File: src/rtl/core/mttp_pkg.sv
// shared types, constants and helpers of the marker tilt and tip pose block
package mttp_pkg;

   typedef enum logic [4:0] {
      S_IDLE, S_SQ_X, S_SQ_Y, S_SQRT, S_GAIN, S_SMOOTH, S_RINIT, S_RED, S_R2,
      S_TS_MUL, S_TS_DIV, S_TC_MUL, S_TC_DIV, S_QUAD, S_TIP1, S_TIP2, S_TIP3,
      S_TIP4, S_FINISH
   } state_type;

   localparam int MulAW  = 64;
   localparam int MulBW  = 32;
   localparam int DivNW  = 34;
   localparam int DivDW  = 8;
   localparam int SqrtRW = 48;
   localparam int SqrtQW = 24;

   localparam logic [2:0] CsrXMin    = 3'd0;
   localparam logic [2:0] CsrYMin    = 3'd1;
   localparam logic [2:0] CsrBase    = 3'd2;
   localparam logic [2:0] CsrGain    = 3'd3;
   localparam logic [2:0] CsrHOffset = 3'd4;
   localparam logic [2:0] CsrTipDist = 3'd5;
   localparam logic [2:0] CsrAxisX   = 3'd6;
   localparam logic [2:0] CsrAxisY   = 3'd7;

   localparam logic signed [36:0] HalfPi     = 37'sd1686629713;
   localparam logic signed [31:0] OneQ30     = 32'sd1073741824;
   localparam logic [2:0]         TaylorLast = 3'd6;

   typedef struct packed {
      logic                    start;
      logic signed [MulAW-1:0] a;
      logic signed [MulBW-1:0] b;
   } mul_req_type;

   typedef struct packed {
      logic                    done;
      logic signed [MulAW-1:0] p;
   } mul_rsp_type;

   typedef struct packed {
      logic                    start;
      logic signed [DivNW-1:0] num;
      logic [DivDW-1:0]        den;
   } div_req_type;

   typedef struct packed {
      logic                    done;
      logic signed [DivNW-1:0] q;
      logic                    rem_nz;
   } div_rsp_type;

   typedef struct packed {
      logic              start;
      logic [SqrtRW-1:0] radicand;
   } sqrt_req_type;

   typedef struct packed {
      logic              done;
      logic [SqrtQW-1:0] root;
   } sqrt_rsp_type;

   function automatic logic signed [23:0] sat_s24(input logic signed [39:0] v);
      if (v > 40'sd8388607) begin
         return 24'sh7fffff;
      end else if (v < -40'sd8388608) begin
         return 24'sh800000;
      end
      return v[23:0];
   endfunction

   function automatic logic signed [31:0] sat_s32(input logic signed [39:0] v);
      if (v > 40'sd2147483647) begin
         return 32'sh7fffffff;
      end else if (v < -40'sd2147483648) begin
         return 32'sh80000000;
      end
      return v[31:0];
   endfunction

   // divisors of the taylor terms, (2n)(2n+1) for sine and (2n-1)(2n) for cosine
   function automatic logic [DivDW-1:0] sin_den(input logic [2:0] n);
      unique case (n)
         3'd1:    return 8'd6;
         3'd2:    return 8'd20;
         3'd3:    return 8'd42;
         3'd4:    return 8'd72;
         3'd5:    return 8'd110;
         3'd6:    return 8'd156;
         default: return 8'd1;
      endcase
   endfunction

   function automatic logic [DivDW-1:0] cos_den(input logic [2:0] n);
      unique case (n)
         3'd1:    return 8'd2;
         3'd2:    return 8'd12;
         3'd3:    return 8'd30;
         3'd4:    return 8'd56;
         3'd5:    return 8'd90;
         3'd6:    return 8'd132;
         default: return 8'd1;
      endcase
   endfunction

endpackage

File: src/rtl/core/mttp_mul.sv
// bit-serial signed multiplier, one multiplier bit per cycle
module mttp_mul (
   input  logic                 clock,
   input  logic                 reset,
   input  mttp_pkg::mul_req_type mul_req,
   output mttp_pkg::mul_rsp_type mul_rsp
);
   import mttp_pkg::*;

   localparam int CntW = $clog2(MulBW);

   logic             busy_ff, busy_in, done_ff, done_in, neg_ff, neg_in;
   logic [CntW-1:0]  cnt_ff, cnt_in;
   logic [MulAW-1:0] ma_ff, ma_in, acc_ff, acc_in;
   logic [MulBW-1:0] mb_ff, mb_in;

   always_comb begin
      busy_in = busy_ff;
      done_in = 1'b0;
      neg_in  = neg_ff;
      cnt_in  = cnt_ff;
      ma_in   = ma_ff;
      mb_in   = mb_ff;
      acc_in  = acc_ff;
      if (!busy_ff) begin
         if (mul_req.start) begin
            busy_in = 1'b1;
            cnt_in  = '0;
            acc_in  = '0;
            neg_in  = mul_req.a[MulAW-1] ^ mul_req.b[MulBW-1];
            ma_in   = mul_req.a[MulAW-1] ? MulAW'(-mul_req.a) : MulAW'(mul_req.a);
            mb_in   = mul_req.b[MulBW-1] ? MulBW'(-mul_req.b) : MulBW'(mul_req.b);
         end
      end else begin
         if (mb_ff[0]) begin
            acc_in = acc_ff + ma_ff;
         end
         ma_in  = ma_ff << 1;
         mb_in  = mb_ff >> 1;
         cnt_in = cnt_ff + 1'b1;
         if (cnt_ff == CntW'(MulBW - 1)) begin
            busy_in = 1'b0;
            done_in = 1'b1;
         end
      end
   end

   always_ff @(posedge clock) begin
      if (reset) begin
         busy_ff <= 1'b0;
         done_ff <= 1'b0;
      end else begin
         busy_ff <= busy_in;
         done_ff <= done_in;
      end
   end

   always_ff @(posedge clock) begin
      neg_ff <= neg_in;
      cnt_ff <= cnt_in;
      ma_ff  <= ma_in;
      mb_ff  <= mb_in;
      acc_ff <= acc_in;
   end

   assign mul_rsp.done = done_ff;
   assign mul_rsp.p    = neg_ff ? -$signed(acc_ff) : $signed(acc_ff);

endmodule

File: src/rtl/core/mttp_div.sv
// bit-serial restoring divider, signed numerator by small unsigned divisor, truncating
module mttp_div (
   input  logic                 clock,
   input  logic                 reset,
   input  mttp_pkg::div_req_type div_req,
   output mttp_pkg::div_rsp_type div_rsp
);
   import mttp_pkg::*;

   localparam int CntW = $clog2(DivNW);

   logic             busy_ff, busy_in, done_ff, done_in, neg_ff, neg_in;
   logic [CntW-1:0]  cnt_ff, cnt_in;
   logic [DivNW-1:0] mag_ff, mag_in, q_ff, q_in;
   logic [DivDW-1:0] den_ff, den_in, rem_ff, rem_in;
   logic [DivDW:0]   rem_sh;

   always_comb begin
      busy_in = busy_ff;
      done_in = 1'b0;
      neg_in  = neg_ff;
      cnt_in  = cnt_ff;
      mag_in  = mag_ff;
      q_in    = q_ff;
      den_in  = den_ff;
      rem_in  = rem_ff;
      rem_sh  = {rem_ff, mag_ff[DivNW-1]};
      if (!busy_ff) begin
         if (div_req.start) begin
            busy_in = 1'b1;
            cnt_in  = '0;
            rem_in  = '0;
            q_in    = '0;
            den_in  = div_req.den;
            neg_in  = div_req.num[DivNW-1];
            mag_in  = div_req.num[DivNW-1] ? DivNW'(-div_req.num) : DivNW'(div_req.num);
         end
      end else begin
         mag_in = mag_ff << 1;
         if (rem_sh >= {1'b0, den_ff}) begin
            rem_in = DivDW'(rem_sh - {1'b0, den_ff});
            q_in   = {q_ff[DivNW-2:0], 1'b1};
         end else begin
            rem_in = rem_sh[DivDW-1:0];
            q_in   = {q_ff[DivNW-2:0], 1'b0};
         end
         cnt_in = cnt_ff + 1'b1;
         if (cnt_ff == CntW'(DivNW - 1)) begin
            busy_in = 1'b0;
            done_in = 1'b1;
         end
      end
   end

   always_ff @(posedge clock) begin
      if (reset) begin
         busy_ff <= 1'b0;
         done_ff <= 1'b0;
      end else begin
         busy_ff <= busy_in;
         done_ff <= done_in;
      end
   end

   always_ff @(posedge clock) begin
      neg_ff <= neg_in;
      cnt_ff <= cnt_in;
      mag_ff <= mag_in;
      q_ff   <= q_in;
      den_ff <= den_in;
      rem_ff <= rem_in;
   end

   assign div_rsp.done   = done_ff;
   assign div_rsp.q      = neg_ff ? -$signed(q_ff) : $signed(q_ff);
   assign div_rsp.rem_nz = (rem_ff != '0);

endmodule

File: src/rtl/core/mttp_sqrt.sv
// integer square root, one result bit per cycle
module mttp_sqrt (
   input  logic                  clock,
   input  logic                  reset,
   input  mttp_pkg::sqrt_req_type sqrt_req,
   output mttp_pkg::sqrt_rsp_type sqrt_rsp
);
   import mttp_pkg::*;

   localparam int CntW = $clog2(SqrtQW);

   logic              busy_ff, busy_in, done_ff, done_in;
   logic [CntW-1:0]   cnt_ff, cnt_in;
   logic [SqrtRW-1:0] a_ff, a_in, res_ff, res_in, bit_ff, bit_in, trial;

   always_comb begin
      busy_in = busy_ff;
      done_in = 1'b0;
      cnt_in  = cnt_ff;
      a_in    = a_ff;
      res_in  = res_ff;
      bit_in  = bit_ff;
      trial   = res_ff + bit_ff;
      if (!busy_ff) begin
         if (sqrt_req.start) begin
            busy_in = 1'b1;
            cnt_in  = '0;
            a_in    = sqrt_req.radicand;
            res_in  = '0;
            bit_in  = SqrtRW'(1) << (SqrtRW - 2);
         end
      end else begin
         if (a_ff >= trial) begin
            a_in   = a_ff - trial;
            res_in = (res_ff >> 1) + bit_ff;
         end else begin
            res_in = res_ff >> 1;
         end
         bit_in = bit_ff >> 2;
         cnt_in = cnt_ff + 1'b1;
         if (cnt_ff == CntW'(SqrtQW - 1)) begin
            busy_in = 1'b0;
            done_in = 1'b1;
         end
      end
   end

   always_ff @(posedge clock) begin
      if (reset) begin
         busy_ff <= 1'b0;
         done_ff <= 1'b0;
      end else begin
         busy_ff <= busy_in;
         done_ff <= done_in;
      end
   end

   always_ff @(posedge clock) begin
      cnt_ff <= cnt_in;
      a_ff   <= a_in;
      res_ff <= res_in;
      bit_ff <= bit_in;
   end

   assign sqrt_rsp.done = done_ff;
   assign sqrt_rsp.root = res_ff[SqrtQW-1:0];

endmodule

File: src/rtl/core/marker_tilt_and_tip_pose.sv
// top level: marker tilt angle, lift height and rotated tool tip per frame
// per frame with a marker: 20 products, 12 quotients and one more once smoothing runs, a root
//   and the quarter-turn steps; without a marker only the finish step runs
// throughput: one transaction at a time, the next is taken the cycle after the result is registered
// reset: synchronous active-high, clears configuration and control registers, smoothing state and held pose
module marker_tilt_and_tip_pose (
   input  logic        clock,
   input  logic        reset,
   input  logic        csr_we,
   input  logic [2:0]  csr_index,
   input  logic [31:0] csr_wdata,
   input  logic        req_valid,
   output logic        req_stall,
   input  logic        req_marker_present,
   input  logic [15:0] req_corner_x0,
   input  logic [15:0] req_corner_y0,
   input  logic [15:0] req_corner_x1,
   input  logic [15:0] req_corner_y1,
   input  logic [15:0] req_corner_x2,
   input  logic [15:0] req_corner_y2,
   input  logic [15:0] req_corner_x3,
   input  logic [15:0] req_corner_y3,
   input  logic signed [31:0] req_measured_height,
   output logic        rsp_valid,
   input  logic        rsp_stall,
   output logic        rsp_pose_valid,
   output logic signed [23:0] rsp_tilt_angle,
   output logic signed [31:0] rsp_lift_height,
   output logic signed [31:0] rsp_tip_x,
   output logic signed [31:0] rsp_tip_y
);
   import mttp_pkg::*;

   // configuration registers
   logic [15:0]        cfg_xmin_ff, cfg_ymin_ff;
   logic signed [23:0] cfg_base_ff;
   logic signed [31:0] cfg_gain_ff, cfg_hoff_ff, cfg_tipd_ff, cfg_ax_ff, cfg_ay_ff;

   // sequencer
   state_type state_ff, state_in;
   logic      issued_ff, issued_in;

   // per-transaction working registers
   logic               present_ff, present_in;
   logic signed [31:0] h_ff, h_in;
   logic signed [18:0] dx_ff, dx_in, dy_ff, dy_in;
   logic signed [63:0] acc_ff, acc_in;
   logic [23:0]        d_ff, d_in;
   logic signed [33:0] num_ff, num_in;
   logic signed [35:0] r_ff, r_in;
   logic signed [3:0]  k_ff, k_in;
   logic signed [31:0] r2_ff, r2_in, st_ff, st_in, ct_ff, ct_in, s_ff, s_in, c_ff, c_in;
   logic signed [31:0] sn_ff, sn_in, cs_ff, cs_in;
   logic signed [33:0] px_ff, px_in, py_ff, py_in;
   logic [2:0]         n_ff, n_in;

   // state carried between frames
   logic               started_ff, started_in;
   logic signed [23:0] ang_ff, ang_in;
   logic signed [31:0] held_h_ff, held_h_in, held_tx_ff, held_tx_in, held_ty_ff, held_ty_in;

   // result register
   logic               rsp_valid_ff, rsp_valid_in, rsp_pv_ff, rsp_pv_in;
   logic signed [23:0] rsp_ang_ff, rsp_ang_in;
   logic signed [31:0] rsp_h_ff, rsp_h_in, rsp_tx_ff, rsp_tx_in, rsp_ty_ff, rsp_ty_in;

   mul_req_type  mul_req;
   mul_rsp_type  mul_rsp;
   div_req_type  div_req;
   div_rsp_type  div_rsp;
   sqrt_req_type sqrt_req;
   sqrt_rsp_type sqrt_rsp;

   // shared arithmetic around the unit results
   logic [17:0]        sum_x, sum_y;
   logic signed [63:0] gain_rnd, taylor_rnd, tip_sum, tip_rnd;
   logic signed [39:0] gain_diff;
   logic signed [23:0] new_ang;
   logic signed [33:0] smooth_q;
   logic signed [36:0] two_r;
   logic signed [32:0] quad_s, quad_c;
   logic signed [31:0] tip_axis, tip_res;
   logic               accept, rsp_free;

   mttp_mul  u_mul  (.clock(clock), .reset(reset), .mul_req(mul_req), .mul_rsp(mul_rsp));
   mttp_div  u_div  (.clock(clock), .reset(reset), .div_req(div_req), .div_rsp(div_rsp));
   mttp_sqrt u_sqrt (.clock(clock), .reset(reset), .sqrt_req(sqrt_req), .sqrt_rsp(sqrt_rsp));

   assign req_stall = (state_ff != S_IDLE);
   assign accept    = req_valid && !req_stall;
   assign rsp_free  = !rsp_valid_ff || !rsp_stall;

   // corner sums, centre offset in 1/64 px
   assign sum_x = 18'(req_corner_x0) + 18'(req_corner_x1) + 18'(req_corner_x2)
                + 18'(req_corner_x3);
   assign sum_y = 18'(req_corner_y0) + 18'(req_corner_y1) + 18'(req_corner_y2)
                + 18'(req_corner_y3);

   // angle from distance: base minus rounded gain product, saturated
   assign gain_rnd  = (mul_rsp.p + 64'sd131072) >>> 18;
   assign gain_diff = 40'(cfg_base_ff) - gain_rnd[39:0];
   assign new_ang   = sat_s24(gain_diff);

   // floor from truncated quotient
   assign smooth_q = div_rsp.q - 34'(num_ff[33] && div_rsp.rem_nz);

   // rounded taylor product, used for r squared and, negated, for the divider
   assign taylor_rnd = (mul_rsp.p + 64'sd536870912) >>> 30;

   assign two_r = {r_ff, 1'b0};

   // quadrant select of the reduced sine and cosine
   always_comb begin
      unique case (k_ff[1:0])
         2'd0: begin quad_s = 33'(s_ff);  quad_c = 33'(c_ff);  end
         2'd1: begin quad_s = 33'(c_ff);  quad_c = -33'(s_ff); end
         2'd2: begin quad_s = -33'(s_ff); quad_c = -33'(c_ff); end
         2'd3: begin quad_s = -33'(c_ff); quad_c = 33'(s_ff);  end
      endcase
   end

   // tip rotation: sum or difference of two products, rounded to q16.16 and moved back to the axis
   assign tip_sum  = (state_ff == S_TIP2) ? acc_ff + mul_rsp.p : acc_ff - mul_rsp.p;
   assign tip_rnd  = (tip_sum + 64'sd134217728) >>> 28;
   assign tip_axis = (state_ff == S_TIP2) ? cfg_ax_ff : cfg_ay_ff;
   assign tip_res  = sat_s32(tip_rnd[39:0] + 40'(tip_axis));

   // next state
   always_comb begin
      state_in = state_ff;
      unique case (state_ff)
         S_IDLE:   if (accept) state_in = req_marker_present ? S_SQ_X : S_FINISH;
         S_SQ_X:   if (mul_rsp.done) state_in = S_SQ_Y;
         S_SQ_Y:   if (mul_rsp.done) state_in = S_SQRT;
         S_SQRT:   if (sqrt_rsp.done) state_in = S_GAIN;
         S_GAIN:   if (mul_rsp.done) state_in = started_ff ? S_SMOOTH : S_RINIT;
         S_SMOOTH: if (div_rsp.done) state_in = S_RINIT;
         S_RINIT:  state_in = S_RED;
         S_RED: begin
            if (two_r < HalfPi && two_r >= -HalfPi) state_in = S_R2;
         end
         S_R2:     if (mul_rsp.done) state_in = S_TS_MUL;
         S_TS_MUL: if (mul_rsp.done) state_in = S_TS_DIV;
         S_TS_DIV: if (div_rsp.done) state_in = S_TC_MUL;
         S_TC_MUL: if (mul_rsp.done) state_in = S_TC_DIV;
         S_TC_DIV: begin
            if (div_rsp.done) state_in = (n_ff == TaylorLast) ? S_QUAD : S_TS_MUL;
         end
         S_QUAD:   state_in = S_TIP1;
         S_TIP1:   if (mul_rsp.done) state_in = S_TIP2;
         S_TIP2:   if (mul_rsp.done) state_in = S_TIP3;
         S_TIP3:   if (mul_rsp.done) state_in = S_TIP4;
         S_TIP4:   if (mul_rsp.done) state_in = S_FINISH;
         S_FINISH: if (rsp_free) state_in = S_IDLE;
         default:  state_in = S_IDLE;
      endcase
   end

   // datapath and unit requests
   always_comb begin
      issued_in  = issued_ff;
      present_in = present_ff;
      h_in       = h_ff;
      dx_in      = dx_ff;
      dy_in      = dy_ff;
      acc_in     = acc_ff;
      d_in       = d_ff;
      num_in     = num_ff;
      r_in       = r_ff;
      k_in       = k_ff;
      r2_in      = r2_ff;
      st_in      = st_ff;
      ct_in      = ct_ff;
      s_in       = s_ff;
      c_in       = c_ff;
      sn_in      = sn_ff;
      cs_in      = cs_ff;
      px_in      = px_ff;
      py_in      = py_ff;
      n_in       = n_ff;
      started_in = started_ff;
      ang_in     = ang_ff;
      held_h_in  = held_h_ff;
      held_tx_in = held_tx_ff;
      held_ty_in = held_ty_ff;
      rsp_pv_in  = rsp_pv_ff;
      rsp_ang_in = rsp_ang_ff;
      rsp_h_in   = rsp_h_ff;
      rsp_tx_in  = rsp_tx_ff;
      rsp_ty_in  = rsp_ty_ff;
      rsp_valid_in = rsp_valid_ff && rsp_stall;

      mul_req  = '0;
      div_req  = '0;
      sqrt_req = '0;

      unique case (state_ff)
         S_IDLE: begin
            if (accept) begin
               present_in = req_marker_present;
               h_in  = sat_s32(40'(req_measured_height) + 40'(cfg_hoff_ff));
               dx_in = $signed({1'b0, sum_x}) - $signed({1'b0, cfg_xmin_ff, 2'b00});
               dy_in = $signed({1'b0, sum_y}) - $signed({1'b0, cfg_ymin_ff, 2'b00});
            end
         end
         S_SQ_X: begin
            mul_req.start = !issued_ff;
            mul_req.a     = 64'(dx_ff);
            mul_req.b     = 32'(dx_ff);
            if (mul_rsp.done) acc_in = mul_rsp.p;
         end
         S_SQ_Y: begin
            mul_req.start = !issued_ff;
            mul_req.a     = 64'(dy_ff);
            mul_req.b     = 32'(dy_ff);
            if (mul_rsp.done) acc_in = acc_ff + mul_rsp.p;
         end
         S_SQRT: begin
            sqrt_req.start    = !issued_ff;
            sqrt_req.radicand = {acc_ff[39:0], 8'b0};
            if (sqrt_rsp.done) d_in = sqrt_rsp.root;
         end
         S_GAIN: begin
            mul_req.start = !issued_ff;
            mul_req.a     = 64'(cfg_gain_ff);
            mul_req.b     = $signed({8'b0, d_ff});
            if (mul_rsp.done) begin
               if (!started_ff) begin
                  // first angle after reset goes straight through
                  ang_in     = new_ang;
                  started_in = 1'b1;
               end else begin
                  num_in = (34'(new_ang) <<< 2) + 34'(ang_ff) + 34'sd2;
               end
            end
         end
         S_SMOOTH: begin
            div_req.start = !issued_ff;
            div_req.num   = num_ff;
            div_req.den   = 8'd5;
            if (div_rsp.done) ang_in = smooth_q[23:0];
         end
         S_RINIT: begin
            r_in = 36'(ang_ff) <<< 10;
            k_in = '0;
         end
         S_RED: begin
            // quarter-turn reduction, one step a cycle
            if (two_r >= HalfPi) begin
               r_in = r_ff - 36'(HalfPi);
               k_in = k_ff + 4'sd1;
            end else if (two_r < -HalfPi) begin
               r_in = r_ff + 36'(HalfPi);
               k_in = k_ff - 4'sd1;
            end else begin
               st_in = r_ff[31:0];
               s_in  = r_ff[31:0];
               ct_in = OneQ30;
               c_in  = OneQ30;
               n_in  = 3'd1;
            end
         end
         S_R2: begin
            mul_req.start = !issued_ff;
            mul_req.a     = 64'(r_ff);
            mul_req.b     = r_ff[31:0];
            if (mul_rsp.done) r2_in = taylor_rnd[31:0];
         end
         S_TS_MUL: begin
            mul_req.start = !issued_ff;
            mul_req.a     = 64'(st_ff);
            mul_req.b     = r2_ff;
            if (mul_rsp.done) num_in = -taylor_rnd[33:0];
         end
         S_TS_DIV: begin
            div_req.start = !issued_ff;
            div_req.num   = num_ff;
            div_req.den   = sin_den(n_ff);
            if (div_rsp.done) begin
               st_in = div_rsp.q[31:0];
               s_in  = s_ff + div_rsp.q[31:0];
            end
         end
         S_TC_MUL: begin
            mul_req.start = !issued_ff;
            mul_req.a     = 64'(ct_ff);
            mul_req.b     = r2_ff;
            if (mul_rsp.done) num_in = -taylor_rnd[33:0];
         end
         S_TC_DIV: begin
            div_req.start = !issued_ff;
            div_req.num   = num_ff;
            div_req.den   = cos_den(n_ff);
            if (div_rsp.done) begin
               ct_in = div_rsp.q[31:0];
               c_in  = c_ff + div_rsp.q[31:0];
               n_in  = n_ff + 3'd1;
            end
         end
         S_QUAD: begin
            // q.30 to q.28 with rounding, tip relative to the axis
            sn_in     = 32'((quad_s + 33'sd2) >>> 2);
            cs_in     = 32'((quad_c + 33'sd2) >>> 2);
            px_in     = 34'(cfg_tipd_ff) - 34'(cfg_ax_ff);
            py_in     = 34'(h_ff) - 34'(cfg_ay_ff);
            held_h_in = h_ff;
         end
         S_TIP1: begin
            mul_req.start = !issued_ff;
            mul_req.a     = 64'(px_ff);
            mul_req.b     = cs_ff;
            if (mul_rsp.done) acc_in = mul_rsp.p;
         end
         S_TIP2: begin
            mul_req.start = !issued_ff;
            mul_req.a     = 64'(py_ff);
            mul_req.b     = sn_ff;
            if (mul_rsp.done) held_tx_in = tip_res;
         end
         S_TIP3: begin
            mul_req.start = !issued_ff;
            mul_req.a     = 64'(py_ff);
            mul_req.b     = cs_ff;
            if (mul_rsp.done) acc_in = mul_rsp.p;
         end
         S_TIP4: begin
            mul_req.start = !issued_ff;
            mul_req.a     = 64'(px_ff);
            mul_req.b     = sn_ff;
            if (mul_rsp.done) held_ty_in = tip_res;
         end
         S_FINISH: begin
            if (rsp_free) begin
               rsp_valid_in = 1'b1;
               rsp_pv_in    = present_ff;
               rsp_ang_in   = ang_ff;
               rsp_h_in     = held_h_ff;
               rsp_tx_in    = held_tx_ff;
               rsp_ty_in    = held_ty_ff;
            end
         end
         default: ;
      endcase

      // one request per unit operation, cleared when its result comes back
      if (mul_req.start || div_req.start || sqrt_req.start) begin
         issued_in = 1'b1;
      end
      if (mul_rsp.done || div_rsp.done || sqrt_rsp.done) begin
         issued_in = 1'b0;
      end
   end

   always_ff @(posedge clock) begin
      if (reset) begin
         cfg_xmin_ff <= '0;
         cfg_ymin_ff <= '0;
         cfg_base_ff <= '0;
         cfg_gain_ff <= '0;
         cfg_hoff_ff <= '0;
         cfg_tipd_ff <= '0;
         cfg_ax_ff   <= '0;
         cfg_ay_ff   <= '0;
      end else if (csr_we) begin
         unique case (csr_index)
            CsrXMin:    cfg_xmin_ff <= csr_wdata[15:0];
            CsrYMin:    cfg_ymin_ff <= csr_wdata[15:0];
            CsrBase:    cfg_base_ff <= csr_wdata[23:0];
            CsrGain:    cfg_gain_ff <= csr_wdata;
            CsrHOffset: cfg_hoff_ff <= csr_wdata;
            CsrTipDist: cfg_tipd_ff <= csr_wdata;
            CsrAxisX:   cfg_ax_ff   <= csr_wdata;
            CsrAxisY:   cfg_ay_ff   <= csr_wdata;
         endcase
      end
   end

   always_ff @(posedge clock) begin
      if (reset) begin
         state_ff     <= S_IDLE;
         issued_ff    <= 1'b0;
         started_ff   <= 1'b0;
         ang_ff       <= '0;
         held_h_ff    <= '0;
         held_tx_ff   <= '0;
         held_ty_ff   <= '0;
         rsp_valid_ff <= 1'b0;
      end else begin
         state_ff     <= state_in;
         issued_ff    <= issued_in;
         started_ff   <= started_in;
         ang_ff       <= ang_in;
         held_h_ff    <= held_h_in;
         held_tx_ff   <= held_tx_in;
         held_ty_ff   <= held_ty_in;
         rsp_valid_ff <= rsp_valid_in;
      end
   end

   always_ff @(posedge clock) begin
      present_ff <= present_in;
      h_ff       <= h_in;
      dx_ff      <= dx_in;
      dy_ff      <= dy_in;
      acc_ff     <= acc_in;
      d_ff       <= d_in;
      num_ff     <= num_in;
      r_ff       <= r_in;
      k_ff       <= k_in;
      r2_ff      <= r2_in;
      st_ff      <= st_in;
      ct_ff      <= ct_in;
      s_ff       <= s_in;
      c_ff       <= c_in;
      sn_ff      <= sn_in;
      cs_ff      <= cs_in;
      px_ff      <= px_in;
      py_ff      <= py_in;
      n_ff       <= n_in;
      rsp_pv_ff  <= rsp_pv_in;
      rsp_ang_ff <= rsp_ang_in;
      rsp_h_ff   <= rsp_h_in;
      rsp_tx_ff  <= rsp_tx_in;
      rsp_ty_ff  <= rsp_ty_in;
   end

   assign rsp_valid       = rsp_valid_ff;
   assign rsp_pose_valid  = rsp_pv_ff;
   assign rsp_tilt_angle  = rsp_ang_ff;
   assign rsp_lift_height = rsp_h_ff;
   assign rsp_tip_x       = rsp_tx_ff;
   assign rsp_tip_y       = rsp_ty_ff;

   // multiplier results only come back while the sequencer waits on a product
   a_mul_done_state: assert property (@(posedge clock) disable iff (reset)
      mul_rsp.done |-> (state_ff == S_SQ_X || state_ff == S_SQ_Y || state_ff == S_GAIN ||
                        state_ff == S_R2 || state_ff == S_TS_MUL || state_ff == S_TC_MUL ||
                        state_ff == S_TIP1 || state_ff == S_TIP2 || state_ff == S_TIP3 ||
                        state_ff == S_TIP4))
      else $error("multiplier result outside a product step");

   // divider results only while a quotient is awaited
   a_div_done_state: assert property (@(posedge clock) disable iff (reset)
      div_rsp.done |-> (state_ff == S_SMOOTH || state_ff == S_TS_DIV || state_ff == S_TC_DIV))
      else $error("divider result outside a quotient step");

   // root result only in the square root step
   a_sqrt_done_state: assert property (@(posedge clock) disable iff (reset)
      sqrt_rsp.done |-> state_ff == S_SQRT)
      else $error("square root result outside its step");

   // smoothing starts only from the first angle computation
   a_started_rise: assert property (@(posedge clock) disable iff (reset)
      $rose(started_ff) |-> $past(state_ff == S_GAIN && mul_rsp.done))
      else $error("smoothing started without an angle");

endmodule
File: config.mk
export PLATFORM = sky130hd
export DESIGN_NAME = marker_tilt_and_tip_pose
export DESIGN_NICKNAME = d
export VERILOG_FILES = /design/src/rtl/core/mttp_pkg.sv /design/src/rtl/core/mttp_mul.sv /design/src/rtl/core/mttp_div.sv /design/src/rtl/core/mttp_sqrt.sv /design/src/rtl/core/marker_tilt_and_tip_pose.sv
export SDC_FILE = /design/constraint.sdc
export NUM_CORES = 2
export LEC_CHECK = 0
export BUFFER_PORTS_ARGS = -buffer_cell sky130_fd_sc_hd__buf_2
export CORE_UTILIZATION = 40
export CTS_CLUSTER_SIZE = 40
export DETAILED_ROUTE_END_ITERATION = 10
export PLACE_DENSITY = 0.51
export SLEW_MARGIN = 20
export SYNTH_ARGS = -nofsm -noshare
export SYNTH_HDL_FRONTEND = slang
export SYNTH_SLANG_ARGS = --single-unit
File: constraint.sdc
create_clock -name clock -period 14.8 [get_ports clock]
set_input_delay 0.74 -clock clock [delete_from_list [all_inputs] [get_ports clock]]
set_output_delay 0.74 -clock clock [all_outputs]
set_load 0.005 [all_outputs]
### Yosys cells after proc, flatten, opt, wreduce, memory -nomap -nowiden

Index checks and enable logic that the tools add are counted.

| word-level totals | value |
|---|---|
| bits in registers | 1377 |
| input bits | 201 |
| logic and storage cells | 376 |

| operators by class | value |
|---|---|
| add/subtract/negate cells | 46 |
| $lt $le $gt $ge | 12 |
| equal/unequal tests | 63 |
| mux-type cells | 127 |
| bitwise operators | 4 |
| reduce and logical (&&, ||, !) cells | 59 |

Operator list:

| cell | count |
|---|---|
| 97-bit one-hot mux with 10 select lines | 1 |
| 64-bit two-way mux | 10 |
| 32-bit two-way mux | 18 |
| 48-bit two-way mux | 6 |
| 33-bit one-hot mux with 4 select lines | 2 |
| 32-bit one-hot mux with 2 select lines | 4 |
| 34-bit two-way mux | 6 |
| 24-bit two-way mux | 6 |
| 43-bit one-hot mux with 3 select lines | 1 |
| 64-bit adder | 2 |
| 64-bit negation | 2 |
| 64-bit one-hot mux with 2 select lines | 1 |
| 37-bit by 32-bit less-than comparator with 1-bit output (second input constant) | 3 |
| 5-bit two-way mux | 22 |
| 8-bit one-hot mux with 6 select lines | 2 |
| 5-bit one-hot mux with 19 select lines | 1 |
| 45-bit two-way mux | 2 |
| 37-bit by 32-bit >= comparator with 1-bit output (second input constant) | 2 |
| 36-bit two-way mux | 2 |
| 36-bit one-hot mux with 2 select lines | 1 |
| 34-bit negation | 2 |
| 34-bit one-hot mux with 2 select lines | 1 |
| 33-bit by 3-bit adder with 33-bit output (second input constant) | 2 |
| 32-bit negation with 33-bit output | 2 |
| other kinds (77) | 210 |

### Longest topological paths before layout

| depth | value |
|---|---|
| depth after elaboration | 13 |
| depth in mapped cells | 55 |
| mapped depth without buffers | 47 |

### Hierarchy

From an unflattened synthesis, not the netlist that was laid out.

| unflattened totals | value |
|---|---|
| cell total of the unflattened synthesis | 11266 |
| area total of the unflattened synthesis | 100013.4 µm² |

By module, submodules not included:

| module | instances | cells an instance | area each (µm²) |
|---|---|---|---|
| marker_tilt_and_tip_pose | 1 | 7961 | 69459.1 |
| mttp_mul | 1 | 1517 | 13521.7 |
| mttp_sqrt | 1 | 1258 | 11448.5 |
| mttp_div | 1 | 530 | 5584.1 |

### Least setup slack after synthesis

Ideal clock, no wire load.

| path | value |
|---|---|
| path type | register to register |
| start point | reg u_mul.neg_ff |
| end point | reg num_ff[24], data pin |
| library setup time | 0.272 ns |
| data arrival time | 10.034 ns |
| data required time | 14.528 ns |
| path slack | 4.493 ns |
| stages on the path, launching flop included | 56 |
| path buffers | 11 |
| period minus slack after synthesis | 10.307 ns |
| path through | edfxtp_1 > buf_2 > buf_2 > buf_1 > buf_2 > clkbuf_1 > clkbuf_1 > clkbuf_1 > o41ai_1 > xor2_1 > inv_1 > ha_1 > nor2b_1 > nand3_1 > or2_2 > clkbuf_1 > nor2_1 > xnor2_1 > (+20 left out) > ha_1 > a21o_1 > a21oi_1 > o21bai_1 > a21oi_1 > nor2b_1 > o21a_1 > o21ai_0 > nand2b_1 > a21oi_1 > nor2b_1 > o211ai_1 > a21oi_1 > o31ai_1 > a21oi_1 > o21a_1 > o311ai_0 > o21ai_0 |

| on the way | value |
|---|---|
| word-level cells in the longest chain between the ends | 12 |

Ends and longest elaborated chain:

| what | line | RTL |
|---|---|---|
| start: declaration | mttp_mul.sv:12 | `logic busy_ff, busy_in, done_ff, done_in, neg_ff, neg_in;` |
| start signal: assignment | mttp_mul.sv:59 | `neg_ff <= neg_in;` |
| 64-bit two-way mux * | mttp_mul.sv:67 | `assign mul_rsp.p = neg_ff ? -$signed(acc_ff) : $signed(acc_ff);` |
| 58-bit by 19-bit adder with 58-bit output | marker_tilt_and_tip_pose.sv:100 | `assign gain_rnd = (mul_rsp.p + 64'sd131072) >>> 18;` |
| 40-bit subtractor | marker_tilt_and_tip_pose.sv:101 | `assign gain_diff = 40'(cfg_base_ff) - gain_rnd[39:0];` |
| 40-bit by 24-bit less-than comparator with 1-bit output | mttp_pkg.sv:66 | `end else if (v < -40'sd8388608) begin` |
| 1-bit two-way mux | mttp_pkg.sv:66 |  |
| 1-bit two-way mux | mttp_pkg.sv:64 | `if (v > 40'sd8388607) begin` |
| 24-bit two-way mux | mttp_pkg.sv:69 | `return v[23:0];` |
| 26-bit by 24-bit adder with 27-bit output | marker_tilt_and_tip_pose.sv:233 | `num_in = (34'(new_ang) <<< 2) + 34'(ang_ff) + 34'sd2;` |
| 27-bit by 3-bit adder with 28-bit output | marker_tilt_and_tip_pose.sv:233 |  |
| 34-bit two-way mux | marker_tilt_and_tip_pose.sv:228 | `if (!started_ff) begin` |
| 34-bit two-way mux | marker_tilt_and_tip_pose.sv:227 | `if (mul_rsp.done) begin` |
| 34-bit one-hot mux with 2 select lines * | marker_tilt_and_tip_pose.sv:197 | `unique case (state_ff)` |
| net num_in[24] | marker_tilt_and_tip_pose.sv:49 | `logic signed [33:0] num_ff, num_in;` |
| end signal: assignment | marker_tilt_and_tip_pose.sv:407 | `num_ff <= num_in;` |
| end: declaration | marker_tilt_and_tip_pose.sv:49 |  |

The timed path passes the listed nets; every way through them passes the cells marked *. The select of a mux whose other input is x is not followed.
A chain may end at the register's enable or synchronous reset.

### Worst setup path after layout

| path | value |
|---|---|
| start point | reg u_mul.acc_ff[13] |
| end point | reg num_ff[24], data pin |

| on the way | value |
|---|---|
| word-level cells in the longest chain between the ends | 13 |

Ends and longest elaborated chain:

| what | line | RTL |
|---|---|---|
| start: declaration | mttp_mul.sv:14 | `logic [MulAW-1:0] ma_ff, ma_in, acc_ff, acc_in;` |
| start signal: assignment | mttp_mul.sv:63 | `acc_ff <= acc_in;` |
| 64-bit negation | mttp_mul.sv:67 |  |
| 64-bit two-way mux * | mttp_mul.sv:67 |  |
| 58-bit by 19-bit adder with 58-bit output | marker_tilt_and_tip_pose.sv:100 |  |
| 40-bit subtractor | marker_tilt_and_tip_pose.sv:101 |  |
| 40-bit by 24-bit less-than comparator with 1-bit output | mttp_pkg.sv:66 |  |
| 1-bit two-way mux | mttp_pkg.sv:66 |  |
| 1-bit two-way mux | mttp_pkg.sv:64 |  |
| 24-bit two-way mux | mttp_pkg.sv:69 |  |
| 26-bit by 24-bit adder with 27-bit output | marker_tilt_and_tip_pose.sv:233 |  |
| 27-bit by 3-bit adder with 28-bit output | marker_tilt_and_tip_pose.sv:233 |  |
| 34-bit two-way mux | marker_tilt_and_tip_pose.sv:228 |  |
| 34-bit two-way mux | marker_tilt_and_tip_pose.sv:227 |  |
| 34-bit one-hot mux with 2 select lines * | marker_tilt_and_tip_pose.sv:197 |  |
| net num_in[24] | marker_tilt_and_tip_pose.sv:49 |  |

Marked as above.

==> impl_results.md <==
- Relative slew slack: 0.173
- Worst setup SP type: flop
- Worst path max stage delay: slightly above 0.8 ns
- Clk_lat worst skew: 0.86 ns
- Hold Buf Count CTS: 0
- Crit-path leading delay family: compound AO/OA/AOI/OAI gates
- Top cells by count, synth: 1311 x nand2_1, 1019 x edfxtp_1, 935 x nor2_1, 905 x a21oi_1, 648 x o21ai_0
- Longest Clk Path Bufs: 3
- Worst Setup EP: num_ff[24]$_DFFE_PP_
- Share of layout cells above drive strength 1: 0.0847
- Initial DRT Pass Iterations: 6
- Post-Route Skew: 0.0780 ns
- Leakage: around 40 nW
- Routed WL per cell: 25.7 um
- Rows: 179
- Critical path data required time: ~15 ns
- Antenna Nets Post-Route: 0
- Vias in the first global route: 77300
- Routed via count: 80900
- Fin Setup TNS: 0 ns
- Area leader, netlist: edfxtp_1
- Setup crit start: u_mul.acc_ff[13]$_SDFFCE_PN0P_
- Final hold vios: 0
- Worst Max-Slew Pin Slew: 1.23 ns
- WS Path Type: flop to flop
- Fmax: 81.2 MHz
- Initial drt markers: about 7400
- Worst-case reg-to-reg path depth: 43
- R2r startpoint: u_mul.acc_ff[13]$_SDFFCE_PN0P_
- Most frequent cell after synthesis: nand2_1
- Worst-path clk slew: 0.06 ns
- Antenna violations before repair: 30
- Mapped Area: 95600 um^2
- Final HPWL DP: ~280000 um
- Sequential share of power: 0.236
- Setup violators final: 0
- Distinct cell type count after synthesis: 115
- Pin count of the biggest net entering global routing: roughly 120
- PostCTS Resize Cnt: 0
- Core area: 238000 um^2
- Tcrit/Tclk final: 0.832
- Max-Cap Viols: 0
- CTS sink cnt: 1373
- Nets: roughly 12000
- Total congestion overflow: 0
- Highest-delay cell along the critical path: a22o_1
- R2R Path End: num_ff[24]$_DFFE_PP_
- Ranking of synthesized cells by area: edfxtp_1 32%, ha_1 8.4%, dfxtp_1 7.4%
- Int Power: 12.3 mW
- Outcome: complete, no violations
- Port bufs: 323
- Drt total wl: 362000 um
- CP endpoint kind: flop
- Peak supply drop: 0.191 mV
- Number of vias per cell: ~5.7
- RSZ-0062 raised after global routing: no
- NetSw: 11.5 mW
- I/O Pins: 324
- Placed Cells: approximately 14000
- Combinational power share: 0.577
- Syn Area/Cell: about 9 um^2
- First-pass GRT wire length: 522000 um
- Clk pwr share: 0.186
- Clock root cell: clkbuf_16
- Yosys Warn Count: 0
- Post-synth EDFFs: 1019
- Final Wtd Congestion: just under 1
- Flop-to-flop setup slack: 2.49 ns
- Share of the synthesized area in the top cell type: 0.320
- Synth Flop Type: edfxtp_1
- WP depth: 43
- Fin cells: 14100
- CTS Buf Count: 169
- Final period demand of the worst path: 12.31 ns
- Pwr dens: approximately 220 nW/um^2
- Post-synthesis sequential area ratio: 0.394
- HP Class: input pin to flop
- Worst path arrival time: ~13 ns
- DIE HEIGHT: 491 um
- Asr flop ratio synth: 0
- DRC: 0
- GRT Util Overall: 0.291
- Postcts setup bufs: 0
- Mapped Cells: around 11000
- Initial Util: 0.402
- CTS tree: done
- H-tree depth: 4
- Post-Syn Nets: between 10000 and 15000
- Crit path max fanout: 27
- Hold Path Origin: req_corner_x3[0]
- Seq cells post-synth: 1373
- Buffer and inverter count on the worst path: 1
- Die Width: 491 um
- Area Overhead vs Synth: 11.5%
- Slew Viols, Final: 0
- Net Sw Frac: 0.483
- Die area: 241000 um^2
- Crit-path most repeated cell: a21oi_1
## layout by cell type, fill, tap and decap left out, types with 34 or more instances in the layout
master,count
nand2b_1,106
and3_1,85
a221oi_1,41
clkbuf_16,176
nand3_1,202
buf_4,114
a31oi_1,102
nand2_1,1310
a211o_1,45
o21ai_0,647
inv_1,536
xor2_1,388
nor3_1,204
a211oi_1,155
or3_1,95
edfxtp_1,1019
a31o_2,41
dfxtp_1,350
fa_1,103
o211ai_1,47
nor2b_1,127
a21oi_1,899
ha_1,639
xnor2_1,586
o21bai_1,85
buf_2,323
a22oi_1,76
nor2_1,924
and2_1,168
mux2i_1,52
nor4_1,55
o31ai_1,78
o41ai_1,38
a21o_1,205
nand4_1,74
clkbuf_1,34
or2_2,48
a22o_1,55
o21a_1,84
## flip-flops by register name, indices dropped and copies added, names as in the netlist, 33 cells and up
register and count:
py_ff 33, u_sqrt.a_ff 48, u_div.mag_ff 34, u_sqrt.res_ff 48, u_mul.ma_ff 64, acc_ff 64, px_ff 33, u_mul.acc_ff 64
r_ff 36, num_ff 34
## worst register-to-register path: cells and delay by family (launching register included)
family / cells / cell delay [ns]
compound gates: 24 / 6.11
fa+ha+maj: 2 / 0.74
xor+xnor: 3 / 0.59
flops: 1 / 0.53
simple gates: 13 / 4.04
buf+inv: 1 / 0.07
## logic make-up (layout without fill, tap and decap cells)
| logic type | after synthesis | after routing | synth area share |
|---|---|---|---|
| xor gates and xnor gates | 978 | 978 | 0.0900 |
| and+or+nand+nor | 3565 | 3565 | 0.173 |
| muxes | 72 | 72 | 0.00804 |
| DFF | 1373 | 1373 | 0.394 |
| buffers and inverters | 998 | 1308 | 0.0398 |
| other | 0 | 10 | 0 |
| adders and majority gates | 744 | 744 | 0.105 |
| AOI/OAI and AO/OA | 2865 | 2865 | 0.190 |
## how the worst min path moves through the flow
stage / to / slack [ns] / cells past startpoint
finish: dx_ff[0]$_DFFE_PP_ / 0.23 / 2
global route: present_ff$_DFFE_PP_ / 0.21 / 1
CTS: dx_ff[0]$_DFFE_PP_ / 0.18 / 2
detailed placement: rsp_pose_valid$_DFFE_PP_ / 0.41 / 0
global placement: rsp_pose_valid$_DFFE_PP_ / 0.41 / 0
floorplan: rsp_pose_valid$_DFFE_PP_ / 0.40 / 0
## power groups by stage
| stage | Sequential, mW | Combinational, mW | Clock, mW |
|---|---|---|---|
| final | 5.62 | 13.7 | 4.43 |
| after global routing | 5.64 | 14.8 | 4.64 |
| after CTS | 5.60 | 13.6 | 4.50 |
| after detailed placement | 5.67 | 13.5 | 0 |
| after global placement | 5.67 | 13.5 | 0 |
| after floorplan | 5.32 | 9.23 | 0 |
## final cells by class
cell class,count,area (um^2)
repair buffers,441,2550
clock buffers,223,4710
flip-flops and latches,1373,37700
clock inverters,96,1190
multi-input cells,8224,54400
well taps,3167,3960
diodes,10,25.0
fillers,23200,131000
inverters,548,2060
## per-layer routing
metal | up-vias | track usage | routed length (um)
met4 | 8 | 0.104 | 13900
met2 | 2548 | 0.482 | 170000
met3 | 475 | 0.0357 | 20100
met1 | 39500 | 0.390 | 159000
met5 | - | 0 | 38
li1 | 38400 | - | -
## through the flow
| stage | total power [mW] | util | setup slack, ns | cell area, um^2 | hold WS, ns |
|---|---|---|---|---|---|
| 6_report | 23.8 | 0.448 | 2.49 | 107000 | 0.230 |
| 5_1_grt | 25.1 | 0.448 | 1.43 | 107000 | 0.206 |
| 2_1_floorplan | 14.6 | - | 4.49 | 95600 | 0.400 |
| 4_1_cts | 23.7 | 0.448 | 2.71 | 107000 | 0.180 |
| 3_5_place_dp | 19.2 | 0.423 | 2.74 | 101000 | 0.413 |
| 3_3_place_gp | 19.1 | 0.423 | 2.64 | 101000 | 0.412 |
Note: power is estimated with default switching activity, not from simulation.
